## src/indexed_stack_queue_table_core_assert.svh

```systemverilog
// Assertion macros for the indexed stack/queue table core.
// Included by the top level; no other dependencies.
`ifndef INDEXED_STACK_QUEUE_TABLE_CORE_ASSERT_SVH
`define INDEXED_STACK_QUEUE_TABLE_CORE_ASSERT_SVH
`ifndef ASSERT_OFF
`define ISQT_ASSERT_IMP(label, clk, rst, ante, cons) \
  label: assert property (@(posedge clk) disable iff (rst) (ante) |-> (cons)) \
    else $error("isqt assertion failed");
`define ISQT_ASSERT_NXT(label, clk, rst, ante, cons) \
  label: assert property (@(posedge clk) disable iff (rst) (ante) |=> (cons)) \
    else $error("isqt assertion failed");
`else
`define ISQT_ASSERT_IMP(label, clk, rst, ante, cons)
`define ISQT_ASSERT_NXT(label, clk, rst, ante, cons)
`endif
`endif

```

## src/isqt_pkg.sv

```systemverilog
// Shared types for the indexed stack/queue table core.
// No dependencies.
package isqt_pkg;

  typedef enum logic [2:0] {
    OP_APPEND  = 3'd0,
    OP_GET     = 3'd1,
    OP_FIND    = 3'd2,
    OP_DELETE  = 3'd3,
    OP_POP     = 3'd4,
    OP_PEEK    = 3'd5,
    OP_DEQUEUE = 3'd6,
    OP_CLEAR   = 3'd7
  } op_t;

  typedef enum logic [2:0] {
    ST_OK        = 3'd0,
    ST_NOT_FOUND = 3'd1,
    ST_RANGE     = 3'd2,
    ST_EMPTY     = 3'd3,
    ST_FULL      = 3'd4
  } status_t;

  typedef enum logic [1:0] {
    S_IDLE,
    S_SCAN,
    S_HOLD
  } state_t;

  // broadcast to every cell
  typedef struct packed {
    logic               find;
    logic               write_tail;
    logic               shift;
    logic signed [31:0] value;
  } cmd_t;

  // lookup result travelling down the chain
  typedef struct packed {
    logic               hit;
    logic signed [31:0] word;
  } carry_t;

endpackage

```

## src/isqt_cell.sv

```systemverilog
// One table slot: holds a word, takes the tail write or its neighbor's word on a shift,
// and passes a registered lookup result to the next cell. Depends on isqt_pkg.
module isqt_cell #(
  parameter int INDEX = 0,
  parameter int IW    = 6,
  parameter int CW    = 7
) (
  input  logic                 clk,
  input  isqt_pkg::cmd_t       cmd,
  input  logic [IW-1:0]        target,
  input  logic [CW-1:0]        fill,
  input  logic signed [31:0]   next_word,
  output logic signed [31:0]   word,
  input  isqt_pkg::carry_t     carry_in,
  input  logic [IW-1:0]        idx_in,
  output isqt_pkg::carry_t     carry_out,
  output logic [IW-1:0]        idx_out
);
  import isqt_pkg::*;

  logic occupied;
  logic sel;
  logic take;

  always_comb begin
    occupied = CW'(INDEX) < fill;
    sel      = cmd.find ? (word == cmd.value) : (IW'(INDEX) == target);
    take     = !carry_in.hit && occupied && sel;
  end

  always_ff @(posedge clk) begin
    if (take) begin
      carry_out.hit  <= 1'b1;
      carry_out.word <= word;
      idx_out        <= IW'(INDEX);
    end else begin
      carry_out <= carry_in;
      idx_out   <= idx_in;
    end
  end

  always_ff @(posedge clk) begin
    if (cmd.write_tail && fill == CW'(INDEX)) begin
      word <= cmd.value;
    end else if (cmd.shift && IW'(INDEX) >= target) begin
      word <= next_word;
    end
  end

endmodule

```

## config.mk

```make
export PLATFORM = sky130hd
export DESIGN_NAME = isqt_cell
export DESIGN_NICKNAME = d
export VERILOG_FILES = /design/src/indexed_stack_queue_table_core_assert.svh /design/src/isqt_pkg.sv /design/src/isqt_cell.sv
export SDC_FILE = /design/constraint.sdc
export NUM_CORES = 1
export LEC_CHECK = 0
export BUFFER_PORTS_ARGS = -buffer_cell sky130_fd_sc_hd__buf_2
export CAP_MARGIN = 25
export CORE_MARGIN = 5
export CORE_UTILIZATION = 47
export CTS_BUF_LIST = sky130_fd_sc_hd__clkbuf_4
export DETAILED_ROUTE_END_ITERATION = 8
export GPL_ROUTABILITY_DRIVEN = 0
export GPL_TIMING_DRIVEN = 1
export PLACE_DENSITY = 0.88
export SYNTH_ARGS = -nofsm -noshare
export SYNTH_HDL_FRONTEND = slang
export SYNTH_SLANG_ARGS = --single-unit
```

## constraint.sdc

```tcl
create_clock -name clk -period 3.1 [get_ports clk]
set_clock_uncertainty 0.2 [all_clocks]
set_input_delay 0.31 -clock clk [delete_from_list [all_inputs] [get_ports clk]]
set_output_delay 0.31 -clock clk [all_outputs]
set_load 0.03 [all_outputs]
```

==> reports/qor.csv <==
stage;metric;value;unit
critical_path;worstSetupPathType;in2reg;
synthesis;synth_top_area_frac;0.248;
global_routing;overflow;0;
clock_tree;cts_buffer_depth;2;
placement;dpl_cell_area;4890;um^2
clock_tree;numCtsBuffers;9;
drt;ant_nets;0;
finish;fin_area;6070;um^2
critical_path;reg2regPathDepth;6;
power;total_power;2.23;mW
critical_path;critPathMaxFanout;16;
global_routing;antenna_found_initial;0;
synthesis;synth_fp_nets;477;
synthesis;synth_largest_area_cell;edfxtp_1;
global_routing;grt_first_pass_wirelength;21800;um
finish;multi_input_area;1980;um^2
flow_run;maxCapViolCount;0;
finish;seq_area;1740;um^2
timing;drv_slew;0;
clock_tree;clockRootBuffer;clkbuf_4;
placement;dp_hpwl;8890;um
global_routing;gr-usage-all-layers;0.275;
finish;fillers;549;
synthesis;avgSynthCellArea;10.8;um^2
power;p_per_area;367;nW/um^2
floorplanning;ios;191;
hold_path;hold_depth;2;
drt;drt_iter0_drc;218;
floorplanning;die_x;101;um
power;leakage;2.56;nW
critical_path;arrival;2.42;ns
drt;first_pass_iters;4;
finish;syn_to_final_growth;56.7;%
synthesis;synth.distinct_cells;26;
floorplanning;initial_core_util;0.476;
synthesis;ys_top_cells_by_count;39 x dfxtp_1, 35 x nand4_1;
clock_tree;cts_tree;yes;
global_routing;grt_pass1_vias;4388;
power;peakVddDrop;0.259;mV
synthesis;synth-edff-count;32;
drt;drc_errors;0;
clock_tree;h-tree-depth;3;
floorplanning;row_count;33;
critical_path;startpoint_type;input pin;
critical_path;endpoint_kind;flip-flop;
finish;antenna_cells;0;
drt;num_vias;4117;
placement;io_buffer_count;190;
outcome;outcome;finished clean;
timing;fin_crit;2.44;ns
synthesis;ys_seq_area_frac;0.450;
synthesis;yosys_most_used_dff;dfxtp_1;
finish;post-route-util;0.746;
timing;rsz0062_at_grt;false;
synthesis;synthCells;357;
drt;drt-wirelength-per-cell;18.6;um
clock_tree;clk_pin_slew_worst_paths;0.12;ns
hold_path;worstHoldPathType;in2reg;
floorplanning;core;8130;um^2
synthesis;netlist_area;3870;um^2
drt;vias_per_cell;5.50;
clock_tree;cts_resized;0;
synthesis;async_reset_ff_frac;0;
clock_tree;cts_sinks;71;
timing;layout_worst_path_cycle_share;0.788;
finish;drive_gt1_frac;0.342;
synthesis;yosys-top-cells-area;edfxtp_1 25%, dfxtp_1 20%, mux2_1 9.3%;
floorplanning;dieArea;10200;um^2
timing;fin_tns_setup;0;ns
global_routing;grt_max_degree;66;
finish;nets;758;
synthesis;ys_warn_count;0;
clock_tree;insertion_delay;0.43;ns
drt;wl;13900;um
timing;tightest_slew;0.669;ns
floorplanning;die_h;101;um
timing;setup_violations;0;
synthesis;synth.most_common_cell;dfxtp_1;
timing;fmaxAchievable;409;MHz
critical_path;critPathRequiredTime;3.07;ns
timing;hold_viol_final;0;
timing;relSlewSlack;0.554;
synthesis;synth-seq-cells;71;
[path summary, 6_finish.rpt]
path,startpoint,slack (ns),endpoint
setup reg to reg,word[8],0.84,carry_out[11]
hold / removal,cmd[19],0.03,word[19]
setup / recovery,fill[3],0.66,word[2]
hold reg to reg,word[2],0.39,carry_out[2]
[sequential cells by signal, indices dropped and copies added (netlist names)]
register	count
carry_out	33
idx_out	6
word	32
[worst max-delay path, cell delays in order]
cell and delay [ns]:
buf_2 0.10, or4_4 0.54, nor4_4 0.21, nand2_2 0.11, buf_4 0.22, mux2_1 0.35
dlygate4sd3_1 0.57
[power by group]
| group | total (mW) | internal, mW | switching (mW) | leakage [nW] |
|---|---|---|---|---|
| Sequential | 1.04 | 1.02 | 0.0158 | 0.617 |
| Clock | 0.685 | 0.334 | 0.351 | 0.0840 |
| Combinational | 0.502 | 0.240 | 0.262 | 1.86 |
[repair_timing]
| action | in CTS | in global routing |
|---|---|---|
| endpoints found under the hold margin | 71 | 0 |
| endpoints found under the setup margin | 0 | 0 |
| hold buffers | 101 | 0 |
| buffers inserted | 0 | 0 |
[per-stage QoR]
| stage | hold slack (ns) | worst slack (ns) | std cells |
|---|---|---|---|
| floorplan | 0.196 | 0.466 | 357 |
| global placement | 0.328 | 0.826 | 631 |
| detailed placement | 0.348 | 0.787 | 631 |
| CTS | 0.00127 | 0.732 | 748 |
| global route | 0.00675 | 0.605 | 748 |
| finish | 0.0309 | 0.656 | 748 |
[per-layer routing]
metal / wire (um) / vias up / GRT usage
met5: 0 / - / 0
met4: 468 / 0 / 0.131
met3: 1200 / 51 / 0.0796
met2: 7070 / 237 / 0.485
met1: 5180 / 1907 / 0.302
li1: - / 1922 / -
[placed cells by master (no fill, tap or decap), types with 10 or more instances in the layout]
cell,n
buf_2,190
buf_4,10
clkbuf_4,10
dfxtp_1,39
dlygate4sd3_1,101
edfxtp_1,32
mux2_1,32
mux2i_1,32
nand3_1,32
nand4_1,35
nor2b_1,32
o211ai_1,32
xor2_1,32
[kinds of logic after synthesis]
logic type             count (synthesis)  synth area share
AO/OA/AOI/OAI                         41            0.0785
buffers and inverters                 32            0.0410
AND/OR/NAND/NOR                      117             0.182
multiplexers                          64             0.176
flip-flops                            71             0.450
XOR/XNOR                              32            0.0724
[area by class of cell]
class,count,area share
sequential,71,0.287
tap,105,0.0217
clock buffer,10,0.0124
multi-input combinational,254,0.326
clock inverter,6,0.0140
timing repair buffer,302,0.339
(Power assumes the default switching activity.)
